### config.mk
export PLATFORM = sky130hd
export DESIGN_NAME = ipmd_cfg_regs
export DESIGN_NICKNAME = d
export VERILOG_FILES = /design/src/hdl/ipmd_pkg.sv /design/src/hdl/ipmd_cfg_regs.sv
export SDC_FILE = /design/constraint.sdc
export NUM_CORES = 1
export LEC_CHECK = 0
export ABC_AREA = 1
export BUFFER_PORTS_ARGS = -buffer_cell sky130_fd_sc_hd__buf_4
export CAP_MARGIN = 20
export CORE_UTILIZATION = 50
export DETAILED_ROUTE_END_ITERATION = 8
export GPL_TIMING_DRIVEN = 0
export PLACE_DENSITY = 0.78
export SLEW_MARGIN = 20
export SYNTH_ARGS = -nofsm -noshare
export SYNTH_HDL_FRONTEND = slang
export SYNTH_SLANG_ARGS = --single-unit
### constraint.sdc
create_clock -name clk -period 1.2 [get_ports clk]
set_input_delay 0.18 -clock clk [delete_from_list [all_inputs] [get_ports clk]]
set_output_delay 0.18 -clock clk [all_outputs]
set_load 0.01 [all_outputs]
### src/hdl/ipmd_pkg.sv
package ipmd_pkg;

  // Fixed point and clamp settings
  localparam int GAIN_FRAC_BITS = 8;
  localparam int DRIVE_LIMIT    = 99;

  // Field widths
  localparam int E_W    = 16;              // error and encoder count
  localparam int G_W    = 16;              // gain, unsigned
  localparam int GX_W   = G_W + 1;         // gain as a signed operand
  localparam int DP_W   = E_W + 1;         // e - e1
  localparam int DD_W   = E_W + 2;         // e - 2*e1 + e2
  localparam int PP_W   = GX_W + DP_W;     // proportional product
  localparam int PI_W   = GX_W + E_W;      // integral product
  localparam int PD_W   = GX_W + DD_W;     // derivative product
  localparam int SUM_W  = PD_W + 2;        // sum of three products
  localparam int DRV_W  = 8;               // drive level
  localparam int DUTY_W = 7;               // duty outputs
  localparam int DSUM_W = E_W + 1;         // accumulator plus increment
  localparam int IDX_W  = 2;               // configuration index

  // Configuration register indexes
  localparam logic [IDX_W-1:0] REG_TARGET_SPEED = 2'd0;
  localparam logic [IDX_W-1:0] REG_GAIN_P       = 2'd1;
  localparam logic [IDX_W-1:0] REG_GAIN_I       = 2'd2;
  localparam logic [IDX_W-1:0] REG_GAIN_D       = 2'd3;

  localparam logic signed [E_W-1:0] TARGET_RESET = 16'sd100;

  // Saturation limits
  localparam logic signed [E_W-1:0] E_MAX = 16'sh7fff;
  localparam logic signed [E_W-1:0] E_MIN = 16'sh8000;

  // Truncation toward zero: bias negative sums before the arithmetic shift
  localparam logic signed [SUM_W-1:0] RND_BIAS = SUM_W'((1 << GAIN_FRAC_BITS) - 1);

  localparam logic signed [DSUM_W-1:0] DRV_HI = DSUM_W'(DRIVE_LIMIT);
  localparam logic signed [DSUM_W-1:0] DRV_LO = -DRV_HI;

  typedef struct packed {
    logic signed [E_W-1:0] target_speed;
    logic [G_W-1:0]        gain_p;
    logic [G_W-1:0]        gain_i;
    logic [G_W-1:0]        gain_d;
  } ipmd_cfg_t;

  typedef struct packed {
    logic signed [PP_W-1:0] p_p;
    logic signed [PI_W-1:0] p_i;
    logic signed [PD_W-1:0] p_d;
  } ipmd_prod_t;

endpackage

### src/hdl/ipmd_cfg_regs.sv
module ipmd_cfg_regs
  import ipmd_pkg::*;
(
  input  logic             clk,
  input  logic             rst_n,
  input  logic             cfg_we,
  input  logic [IDX_W-1:0] cfg_index,
  input  logic [G_W-1:0]   cfg_data,
  output ipmd_cfg_t        cfg
);

  ipmd_cfg_t cfg_r;

  // Register file writes
  always_ff @(posedge clk) begin
    if (!rst_n) begin
      cfg_r.target_speed <= TARGET_RESET;
      cfg_r.gain_p       <= '0;
      cfg_r.gain_i       <= '0;
      cfg_r.gain_d       <= '0;
    end else if (cfg_we) begin
      unique case (cfg_index)
        REG_TARGET_SPEED: cfg_r.target_speed <= $signed(cfg_data);
        REG_GAIN_P:       cfg_r.gain_p       <= cfg_data;
        REG_GAIN_I:       cfg_r.gain_i       <= cfg_data;
        REG_GAIN_D:       cfg_r.gain_d       <= cfg_data;
        default:          ;
      endcase
    end
  end

  assign cfg = cfg_r;

endmodule

# Word level (Yosys, flattened, before mapping)
# Cells that the tools add are included.
# word_totals
out_inout_bits	64
inputBits	21
word_cells	12
mem_bits_ro	0
n_memories	0
ram_bits	0
reg_bits	64
latchBits	0
# classes
order_cmp	0
n_mul	0
n_reduce_logical	5
eq_ne	3
n_addsub	0
div	0
mux	0
bitwise_logic	0
shifts	0
# op_table
op	n
$reduce_and A2 Y1	4
$eq A2 B2 Y1 const B	2
$eq A2 B1 Y1 const B	1
$logic_not A2 Y1	1

# Logic depth before layout (Yosys ltp)
# depth
word_depth	2
depth_mapped	6
ltp_nobuf	5

# Worst setup path before layout
# No wires, ideal clock.
# synth_path
kind	input port to flip-flop
startpoint	input port cfg_we
endpoint	register cfg_r (netlist bit cfg[44])
arrival_ns	0.767
slack_ns	0.320
t_required_ns	1.087
setup_time_ns	0.113
path_buffers	2
path_stages	6
cell_sequence	buf_2 -> nand3_1 -> buf_2 -> nand2_1 -> nand2_1 -> nor2_1
# synth_between
elab_chain_cells	1
# synth_rtl
element	line_no	rtl
start: declaration	ipmd_cfg_regs.sv:6	input logic cfg_we,
$reduce_and A2 Y1 (no line)	--	
end: declaration	ipmd_cfg_regs.sv:12	ipmd_cfg_t cfg_r;
# Every way passes these cells.
# A chain may end at the register's enable or synchronous reset.

# Final worst setup path
# layout_path
startpoint	register cfg_r (netlist bit cfg[33])
endpoint	output port cfg[33] (netlist name)
# layout_rtl
element	line_no	rtl
end: declaration	ipmd_cfg_regs.sv:9	output ipmd_cfg_t cfg
# No word-level cell between the ends.

==> impl_metrics.json <==
{
  "fin_tns_setup_ns": 0,
  "timing_worst_slew_pin_value_ns": 0.512,
  "p_per_area_mw_per_mm2": 1420,
  "p_total_uw": 5040,
  "final-max-slew-violation-count": 0,
  "row_count": 26,
  "area_growth_syn_to_layout_pct": 35.0,
  "slowest_delay_ns": 0.37,
  "worstReg2RegEnd": "cfg[31]",
  "cts_root_cell": "sky130_fd_sc_hd__clkbuf_8",
  "clock_skew_ns": 0,
  "worst_hold_path_type": "input pin to register",
  "io_pins": 85,
  "clock-sinks": 64,
  "most_frequent_cells_in_the_layout": "sky130_fd_sc_hd__nand2_1, sky130_fd_sc_hd__nor2_1, sky130_fd_sc_hd__buf_4",
  "maxCapViolations": 0,
  "synth_nets": 429,
  "ys_seq_area_frac": 0.486,
  "route.antenna.remaining_nets": 0,
  "synth_area_mm2": 0.00264,
  "hold_ws_ns": 0.106,
  "path_cells": "buf_4",
  "yosysWarnings": 0,
  "post_dp_cell_area_mm2": 0.00334,
  "globalRoute.totalOverflow": 0,
  "antennaDiodeCount": 0,
  "cp_data_required_time_ns": 1.02,
  "finalCoreUtilization": 0.701,
  "hold_violations": 0,
  "grt_pass1_wl_um": 10700,
  "cts.path.max_buffers": 2,
  "gate_family_responsible_for_the_most_delay_along_the_worst_path": "flip-flops",
  "post-cts-setup-buffer-count": 0,
  "final_min_period_over_clock_period": 0.851,
  "htree_num_levels": 3,
  "rr_worst_depth": 4,
  "detailedRoute.firstIterationViolations": 137,
  "final.min_clock_period_ns": 1.02,
  "setup_viol": 0,
  "dr.pass1.iters": 4,
  "synth_area_per_cell_um2": 6.46,
  "leakagePower_uw": 0.00201,
  "layout_commonest_cell": "sky130_fd_sc_hd__nand2_1",
  "drc_errors": 0,
  "grt_start_max_net_pins": 11,
  "drt-vias-per-instance": 4.57,
  "totalWireLength_um": 6900,
  "path_max_fanout": 2,
  "core-area_mm2": 0.00507,
  "reg2reg_slack_ns": 0.51,
  "die_x_um": 74.6,
  "wire_per_inst_um": 12.0,
  "arrival_ns": 0.84,
  "worstHoldEndpoint": "cfg[1]",
  "numPortBuffers": 82,
  "postLayoutCellArea_mm2": 0.00356,
  "hold_path.startpoint": "cfg_data[1]",
  "sort_of_element_at_the_end_of_the_critical_path": "output port",
  "largest_register_ffs": 64,
  "antenna_found_initial": 0,
  "worst_skew_late_latency_ns": 0.33,
  "maxClockFrequency_ghz": 0.979,
  "post_route_cells_drive_above_1_share": 0.220,
  "post-dp-hpwl_um": 4950,
  "startpoint_type": "register",
  "cts_buffers": 9,
  "die_height_um": 74.6,
  "gp_routability_congestion": 0.871,
  "ys_types": 9,
  "postSynthRegisterBits": 64,
  "worstHoldPathCells": 3,
  "setup_repair_after_global_routing_missed_its_margin": "no",
  "floorplan.die_area_mm2": 0.00556,
  "layout.nets": 522,
  "route.vias.total": 2625,
  "tritoncts": "built",
  "synthCells": 408,
  "grt_usage": 0.263,
  "cts.hold.buffers_added": 0,
  "timing.critical_path.slowest_stage_cell": "sky130_fd_sc_hd__dfxtp_1",
  "worst_setup_hold_path_clk_slew_ns": 0.07,
  "path_class": "register to output port",
  "r2r-start": "cfg[31]",
  "floorplan.initialDensity": 0.519,
  "number_of_global_route_vias_before_repair": 2410,
  "cts-resized-gates": 0,
  "outcome": "finished clean",
  "worst_ir_drop_on_vdd_mv": 0.896,
  "cp.buffers_inverters": 1,
  "maxSlewHeadroom": 0.659
}
[Yosys cell counts]
| cell type | number | area share |
|---|---|---|
| sky130_fd_sc_hd__nor2_1 | 110 | 0.16 |
| sky130_fd_sc_hd__buf_2 | 15 | 0.028 |
| sky130_fd_sc_hd__buf_1 | 5 | 0.0071 |
| sky130_fd_sc_hd__nand3_1 | 22 | 0.042 |
| sky130_fd_sc_hd__a21oi_1 | 13 | 0.025 |
| sky130_fd_sc_hd__inv_1 | 63 | 0.090 |
| sky130_fd_sc_hd__nand2_1 | 113 | 0.16 |
| sky130_fd_sc_hd__dfxtp_1 | 64 | 0.49 |
| sky130_fd_sc_hd__clkbuf_1 | 3 | 0.0043 |
[per-stage QoR]
stage	worst slack, ns	std cells
global route	0.134	575
floorplan	0.320	408
detailed placement	0.113	560
finish	0.178	575
global placement	0.139	560
CTS	0.181	575
[layout make-up]
type / count / area (um^2)
clock buffers: 12 / 155
clock inverters: 3 / 65.1
plain buffers: 23 / 105
flip-flops and latches: 64 / 1280
inverters: 63 / 236
fillers: 458 / 1520
well taps: 70 / 87.6
multi-input cells: 258 / 1010
repair buffers: 82 / 616
[worst max path at each step]
stage | from | to | slack (ns) | cells after the start
2_1_floorplan | cfg_we | cfg[44] | 0.32 | 6
6_report | cfg[33] | cfg[33] | 0.18 | 1
3_5_place_dp | rst_n | cfg[44] | 0.11 | 4
5_1_grt | cfg[33] | cfg[33] | 0.13 | 1
4_1_cts | cfg[1] | cfg[1] | 0.18 | 1
3_3_place_gp | cfg_index[1] | cfg[53] | 0.14 | 6
[cells by family (layout without fill, tap and decap cells)]
family                 count (synthesis)  in the layout  share of synthesized area
AO/OA/AOI/OAI                         13             13                     0.0247
buffers and inverters                 86            183                      0.130
flip-flops                            64             64                      0.486
AND/OR/NAND/NOR                      245            245                      0.359
[report_power, final]
group	switching [uW]	internal, uW
sequential	60.2	2240
combinational	383	290
clock	796	1270
[layer usage]
metal	vias up	track usage	wire [um]
li1	1366	-	-
met2	90	0.448	3300
met1	1155	0.312	3030
met3	14	0.0569	422
met5	-	0	0
met4	0	0.128	149
Note: power is estimated with default switching activity, not from simulation.
