[src/hdl/ipmd_pkg.sv]
package ipmd_pkg;

  // Fixed point and clamp settings
  localparam int GAIN_FRAC_BITS = 8;
  localparam int DRIVE_LIMIT    = 99;

  // Field widths
  localparam int E_W    = 16;              // error and encoder count
  localparam int G_W    = 16;              // gain, unsigned
  localparam int GX_W   = G_W + 1;         // gain as a signed operand
  localparam int DP_W   = E_W + 1;         // e - e1
  localparam int DD_W   = E_W + 2;         // e - 2*e1 + e2
  localparam int PP_W   = GX_W + DP_W;     // proportional product
  localparam int PI_W   = GX_W + E_W;      // integral product
  localparam int PD_W   = GX_W + DD_W;     // derivative product
  localparam int SUM_W  = PD_W + 2;        // sum of three products
  localparam int DRV_W  = 8;               // drive level
  localparam int DUTY_W = 7;               // duty outputs
  localparam int DSUM_W = E_W + 1;         // accumulator plus increment
  localparam int IDX_W  = 2;               // configuration index

  // Configuration register indexes
  localparam logic [IDX_W-1:0] REG_TARGET_SPEED = 2'd0;
  localparam logic [IDX_W-1:0] REG_GAIN_P       = 2'd1;
  localparam logic [IDX_W-1:0] REG_GAIN_I       = 2'd2;
  localparam logic [IDX_W-1:0] REG_GAIN_D       = 2'd3;

  localparam logic signed [E_W-1:0] TARGET_RESET = 16'sd100;

  // Saturation limits
  localparam logic signed [E_W-1:0] E_MAX = 16'sh7fff;
  localparam logic signed [E_W-1:0] E_MIN = 16'sh8000;

  // Truncation toward zero: bias negative sums before the arithmetic shift
  localparam logic signed [SUM_W-1:0] RND_BIAS = SUM_W'((1 << GAIN_FRAC_BITS) - 1);

  localparam logic signed [DSUM_W-1:0] DRV_HI = DSUM_W'(DRIVE_LIMIT);
  localparam logic signed [DSUM_W-1:0] DRV_LO = -DRV_HI;

  typedef struct packed {
    logic signed [E_W-1:0] target_speed;
    logic [G_W-1:0]        gain_p;
    logic [G_W-1:0]        gain_i;
    logic [G_W-1:0]        gain_d;
  } ipmd_cfg_t;

  typedef struct packed {
    logic signed [PP_W-1:0] p_p;
    logic signed [PI_W-1:0] p_i;
    logic signed [PD_W-1:0] p_d;
  } ipmd_prod_t;

endpackage

[src/hdl/ipmd_acc_stage.sv]
module ipmd_acc_stage
  import ipmd_pkg::*;
(
  input  logic                    clk,
  input  logic                    rst_n,
  input  logic                    prod_valid,
  input  ipmd_prod_t              prod,
  output logic                    prod_take,
  output logic                    out_valid,
  input  logic                    out_stall,
  output logic signed [DRV_W-1:0] out_drive_level,
  output logic [DUTY_W-1:0]       out_forward_duty,
  output logic [DUTY_W-1:0]       out_backward_duty
);

  logic                    out_valid_r, out_valid_nxt;
  logic signed [DRV_W-1:0] acc_r, acc_nxt;
  logic                    load;
  logic signed [SUM_W-1:0] sum, sum_adj, shifted;
  logic signed [E_W-1:0]   inc;
  logic signed [DSUM_W-1:0] dsum;
  logic [DRV_W-1:0]        neg_drive;

  // Output register takes a new transfer when empty or being drained
  assign prod_take = !out_valid_r || !out_stall;
  assign load      = prod_valid && prod_take;

  always_comb begin
    out_valid_nxt = out_valid_r;
    if (load) begin
      out_valid_nxt = 1'b1;
    end else if (!out_stall) begin
      out_valid_nxt = 1'b0;
    end
  end

  // Product sum, shift toward zero, saturate
  always_comb begin
    sum     = SUM_W'(prod.p_p) + SUM_W'(prod.p_i) + SUM_W'(prod.p_d);
    sum_adj = sum[SUM_W-1] ? (sum + RND_BIAS) : sum;
    shifted = sum_adj >>> GAIN_FRAC_BITS;
    if (shifted[SUM_W-1:E_W-1] != {(SUM_W-E_W+1){shifted[SUM_W-1]}}) begin
      inc = shifted[SUM_W-1] ? E_MIN : E_MAX;
    end else begin
      inc = shifted[E_W-1:0];
    end
  end

  // Accumulate and clamp the drive
  always_comb begin
    dsum = DSUM_W'(acc_r) + DSUM_W'(inc);
    priority if (dsum > DRV_HI) begin
      acc_nxt = DRV_W'(DRV_HI);
    end else if (dsum < DRV_LO) begin
      acc_nxt = DRV_W'(DRV_LO);
    end else begin
      acc_nxt = dsum[DRV_W-1:0];
    end
  end

  always_ff @(posedge clk) begin
    if (!rst_n) begin
      out_valid_r <= 1'b0;
      acc_r       <= '0;
    end else begin
      out_valid_r <= out_valid_nxt;
      if (load) begin
        acc_r <= acc_nxt;
      end
    end
  end

  // H-bridge split of the held drive
  assign neg_drive         = DRV_W'(0) - acc_r;
  assign out_valid         = out_valid_r;
  assign out_drive_level   = acc_r;
  assign out_forward_duty  = (acc_r > 0) ? acc_r[DUTY_W-1:0] : '0;
  assign out_backward_duty = (acc_r > 0) ? '0 : neg_drive[DUTY_W-1:0];

endmodule

[config.mk]
export PLATFORM = sky130hd
export DESIGN_NAME = ipmd_acc_stage
export DESIGN_NICKNAME = d
export VERILOG_FILES = /design/src/hdl/ipmd_pkg.sv /design/src/hdl/ipmd_acc_stage.sv
export SDC_FILE = /design/constraint.sdc
export NUM_CORES = 1
export LEC_CHECK = 0
export ABC_AREA = 1
export BUFFER_PORTS_ARGS = -buffer_cell sky130_fd_sc_hd__buf_2
export CORE_MARGIN = 1
export CORE_UTILIZATION = 30
export DETAILED_ROUTE_END_ITERATION = 7
export PLACE_DENSITY = 0.51
export SETUP_SLACK_MARGIN = 0.1
export SLEW_MARGIN = 15
export SYNTH_ARGS = -nofsm -noshare
export SYNTH_HDL_FRONTEND = slang
export SYNTH_SLANG_ARGS = --single-unit
[constraint.sdc]
create_clock -name clk -period 12.06 [get_ports clk]
set_clock_uncertainty 0.05 [all_clocks]
set_input_delay 0.603 -clock clk [delete_from_list [all_inputs] [get_ports clk]]
set_output_delay 0.603 -clock clk [all_outputs]
set_load 0.005 [all_outputs]
Word level (Yosys, flattened, before mapping)
Index checks and enable logic that the tools add are counted.
{"block": "word_totals", "register_bits": 9, "latchBits": 0, "ramBits": 0, "romBits": 0, "inputBits": 106, "out_inout_bits": 24, "elab_cells": 25, "mem_count": 0}
{"block": "classes", "n_addsub": 5, "multipliers": 0, "n_div": 0, "magnitude_cmp": 3, "eq_ne": 2, "n_shift": 0, "muxes": 9, "bitwise_logic": 0, "reduce_logical": 4}
{"cell": "$add 36x9->37 const B", "n": 1}
{"cell": "$mux 37", "n": 1}
{"cell": "$add 35x35->36", "n": 1}
{"cell": "$add 34x33->35", "n": 1}
{"cell": "$mux 16", "n": 2}
{"cell": "$add 8x16->17", "n": 1}
{"cell": "$gt 17x8->1 const B", "n": 1}
{"cell": "$lt 17x8->1 const B", "n": 1}
{"cell": "$mux 8", "n": 2}
{"cell": "$mux 7", "n": 2}
{"cell": "$ne 13x13->1", "n": 1}
{"cell": "$gt 8x1->1 const B", "n": 1}
{"cell": "$sub 1x7->7 const A", "n": 1}
{"cell": "$logic_not 1->1", "n": 2}
{"cell": "$mux 1", "n": 2}
{"cell": "$ne 2x1->1 const B", "n": 1}
{"cell": "$logic_and 1x1->1", "n": 1}
{"cell": "$logic_or 1x1->1", "n": 1}

Logic depth before layout (Yosys ltp)
{"block": "depth", "ltp_word": 10, "depth_mapped": 53, "depth_no_buf": 53}

Least setup slack after synthesis
Ideal clock, no wire load.
{"block": "synth_timing", "path_type": "input-to-reg", "startpoint": "input port prod[1] (netlist bit)", "endpoint": "register acc_r[6], in the netlist out_drive_level[6]", "setup_time_ns": 0.115, "arrival_time_ns": 5.771, "t_required_ns": 11.895, "path_slack_ns": 6.123, "stages": 44, "path_buffers": 0, "cell_sequence": "fa_1 ha_1 inv_1 fa_1 inv_1 nand3_1 nand2_1 nand3_1 nand3_2 nand2_1 nand2_2 nand2_1 nor2_1 nand3_1 nor2_4 nand2_2 nand2_1 nand2_1 (+8 left out) fa_1 inv_1 nand3_1 nand2_1 nand2_1 a21oi_1 nand3_1 nand2_1 nand3_1 o31ai_1 o21bai_1 nand2_1 inv_1 nand2_1 inv_1 nor2_1 o21ai_0 inv_1"}
{"block": "synth_between", "elab_chain_len": 9, "word_cells_on_any_way": 11, "classes_between": "add/sub (3); order compare (2); eq/ne (1); mux (5)"}
{"element": "from (decl)", "line": "ipmd_acc_stage.sv:7", "text": "input ipmd_prod_t prod,"}
{"element": "$add 35x35->36 *", "line": "ipmd_acc_stage.sv:39", "text": "sum = SUM_W'(prod.p_p) + SUM_W'(prod.p_i) + SUM_W'(prod.p_d);"}
{"element": "$add 36x9->37", "line": "ipmd_acc_stage.sv:40", "text": "sum_adj = sum[SUM_W-1] ? (sum + RND_BIAS) : sum;"}
{"element": "$mux 37 *", "line": "ipmd_acc_stage.sv:40"}
{"element": "$ne 13x13->1 / $mux 16 (equally long branches)", "line": "ipmd_acc_stage.sv:42, ipmd_acc_stage.sv:43"}
{"element": "$mux 16 *", "line": "ipmd_acc_stage.sv:42", "text": "if (shifted[SUM_W-1:E_W-1] != {(SUM_W-E_W+1){shifted[SUM_W-1]}}) begin"}
{"element": "$add 8x16->17 *", "line": "ipmd_acc_stage.sv:51", "text": "dsum = DSUM_W'(acc_r) + DSUM_W'(inc);"}
{"element": "$lt 17x8->1", "line": "ipmd_acc_stage.sv:54", "text": "end else if (dsum < DRV_LO) begin"}
{"element": "$mux 8", "line": "ipmd_acc_stage.sv:54"}
{"element": "$mux 8 *", "line": "ipmd_acc_stage.sv:52", "text": "priority if (dsum > DRV_HI) begin"}
{"element": "to (signal assigned)", "line": "ipmd_acc_stage.sv:68", "text": "acc_r <= acc_nxt;"}
{"element": "to (decl)", "line": "ipmd_acc_stage.sv:17", "text": "logic signed [DRV_W-1:0] acc_r, acc_nxt;"}
Mark *: on every way between the ends. The rest lies on a longest branch, timed or not.
A chain may end at the register's enable or synchronous reset.

Worst setup path in the final report
{"block": "layout_timing", "startpoint": "input port prod[10] (netlist bit)", "endpoint": "register acc_r[5], in the netlist out_drive_level[5]"}
Same word-level chain as after synthesis.

==> impl_metrics.json <==
{
  "status": "finished, final reports clean",
  "cp_slowest_cell": "fa_1",
  "pre_cts_ws_ns": 4.88,
  "cts.sinks": 9,
  "synthAdderAreaFrac": 0.219,
  "die_h_microns": 147,
  "track_usage": 0.178,
  "crit_path_end_kind": "flop",
  "hold_buffers": 0,
  "wl_mm": 18.9,
  "finalCriticalPeriod_ns": 7.04,
  "min_path_type": "reg2reg",
  "grt_max_degree": 16,
  "syn_avg_cell_area_sq_um": 5.21,
  "clkPwrFrac": 0.054,
  "place.gp.congestion": 0.883,
  "vias": 7400,
  "cts_buffer_depth": 2,
  "synth-compound-area-share": 0.0663,
  "cts.htree.levels": 1,
  "finalCritPeriodShare": 0.583,
  "setup_viol": 0,
  "critical_path.max_fanout": 15,
  "n_antenna_cell": 0,
  "synth_fp_nets": 1403,
  "final_common_cell": "nand2_1",
  "final.setup.worst_slack_ns": 5.02,
  "layout-drive-gt1-share": 0.117,
  "relSlewSlack": 0.604,
  "wl_met1_mm": 9.33,
  "max_freq_ghz": 0.142,
  "syn_area_sq_um": 6300,
  "fin_nets": 1534,
  "route.detailed.drc": 0,
  "yosysUniqueCellTypes": 31,
  "required_ns": 12.13,
  "portBuffers": 129,
  "slowest_delay_ns": 0.52,
  "grt_pass1_vias": 6993,
  "syn_inst": 1209,
  "synth_warnings": 0,
  "synthMuxAreaShare": 0,
  "worst_pin_slew_ns": 0.593,
  "clock_latency_ns": 0.23,
  "via_per_inst": 4.60,
  "p_sw_frac": 0.614,
  "synth_top_family_by_area": "simple AND/OR/NAND/NOR gates",
  "crit_arrival_ns": 7.11,
  "grt_setup_unrepaired": "false",
  "whs_ns": 0.453,
  "gr-total-overflow": 0,
  "synth_xor_xnor_area_share": 0.0320,
  "setup_tns_ns": 0,
  "ys_ff_latch": 9,
  "postCtsSetupRepairBufs": 0,
  "wl_per_cell_microns": 11.8,
  "ys_seq_area_frac": 0.0286,
  "wl_met2_mm": 8.42,
  "synthArstFlopShare": 0,
  "initial_utilization": 0.309,
  "row_count": 52,
  "layout_common_cells": "nand2_1 (471), inv_1 (241), nor2_1 (129), buf_2 (129), nand3_1 (90)",
  "yosys.area_share.simple": 0.504,
  "cts_resized": 0,
  "fp.dieW_microns": 147,
  "syn_to_final_growth_pct": 16.3,
  "sequentialPowerShare": 0.052,
  "place_hpwl_mm": 17.1,
  "yosys_most_used_dff": "dfxtp_1",
  "cts_tree": "done",
  "ios": 130,
  "dr.max_layer_used": "met4",
  "maxCapViolations": 0,
  "p_int_uw": 421,
  "place_area_sq_um": 7250,
  "rrSetupSlack_ns": 8.90,
  "synth-edff-count": 0,
  "cts_made_buffers": 3,
  "final_hold_viol_count": 0,
  "die_area_sq_um": 21600,
  "power_uw": 1090,
  "cts_root_buf": "clkbuf_16",
  "powerDensity_nw_per_um2": 149,
  "start_kind": "primary input",
  "critical_path_class": "in2reg",
  "drv_slew": 0,
  "drt_iter0_drc": 406,
  "antenna_left": 0,
  "grt_pass1_wl_mm": 32.1,
  "switching_power_uw": 669,
  "core_region_area_sq_um": 20400,
  "cts.clk_slew.worst_paths_ns": 0.04,
  "drtPass1Iterations": 6,
  "pwr-share-comb": 0.894,
  "ir_drop_v": 0.0000661,
  "p_leak_uw": 0.00446,
  "fin_area_sq_um": 7330,
  "met3WireLength_microns": 865,
  "crit_path_frequent_cell": "nand2_1",
  "antenna_found_initial": 0
}
[power by group through the flow]
stage          clock, uW  sequential, uW  combinational, uW
5_1_grt             60.8            59.1               1120
6_report            58.4            56.7                975
3_3_place_gp           0            57.9                976
2_1_floorplan          0            51.2                730
3_5_place_dp           0            58.0                973
4_1_cts             59.2            57.4                979
[final timing paths]
| kind | from | endpoint | cells past startpoint |
|---|---|---|---|
| setup / recovery | prod[10] | out_drive_level[5]$_SDFFE_PN0P_ | 47 |
| hold / removal | out_valid$_SDFFE_PN0P_ | out_valid$_SDFFE_PN0P_ | 2 |
| setup reg to reg | out_drive_level[0]$_SDFFE_PN0P_ | out_drive_level[5]$_SDFFE_PN0P_ | 20 |
| hold reg to reg | out_valid$_SDFFE_PN0P_ | out_valid$_SDFFE_PN0P_ | 2 |
[sequential cells by signal (all words and copies together) (netlist names)]
signal / flops
out_valid: 1
out_drive_level: 8
[cell usage after synthesis (8+ instances only)]
| master | number | area (sq um) |
|---|---|---|
| xor2_1 | 15 | 131 |
| ha_1 | 51 | 638 |
| inv_1 | 241 | 905 |
| a21oi_1 | 43 | 215 |
| nor2_2 | 10 | 62.6 |
| dfxtp_1 | 9 | 180 |
| nor2_1 | 129 | 484 |
| o21ai_0 | 22 | 110 |
| nand3_1 | 90 | 450 |
| nor3_1 | 14 | 70.1 |
| nand2_1 | 471 | 1770 |
| nand4_1 | 25 | 156 |
| fa_1 | 37 | 741 |
| xnor2_1 | 8 | 70.1 |
[critical path, delay by kind of cell]
family          cells  cell delay [ns]
simple gates       29             3.37
fa+ha+maj           4             1.40
buf+inv            10             0.89
compound gates      4             0.86
[metal layers]
layer,up-vias,global-route usage
met4,0,0.0387
met5,-,0
met2,197,0.311
met3,25,0.00963
met1,3195,0.241
li1,3983,-
[cells by family (layout without fill, tap and decap cells)]
family                     count (synthesis)  after routing
AOI/OAI and AO/OA                         78             78
xor gates and xnor gates                  23             23
adders and majority gates                 88             88
buffers and inverters                    247            377
DFF                                        9              9
and+or+nand+nor                          764            764
[stage by stage]
| step | utilization | cells |
|---|---|---|
| floorplan | - | 1209 |
| global placement | 0.355 | 1605 |
| detailed placement | 0.355 | 1605 |
| CTS | 0.359 | 1609 |
| global route | 0.359 | 1609 |
| finish | 0.359 | 1609 |
[layout make-up]
cell class / count / area (sq um)
clock buffer: 4 / 78.8
multi-input combinational: 953 / 5170
sequential: 9 / 180
tap: 270 / 338
fill: 2433 / 13100
timing repair buffer: 129 / 646
inverter: 244 / 916
Power figures use the tool's default switching activity.
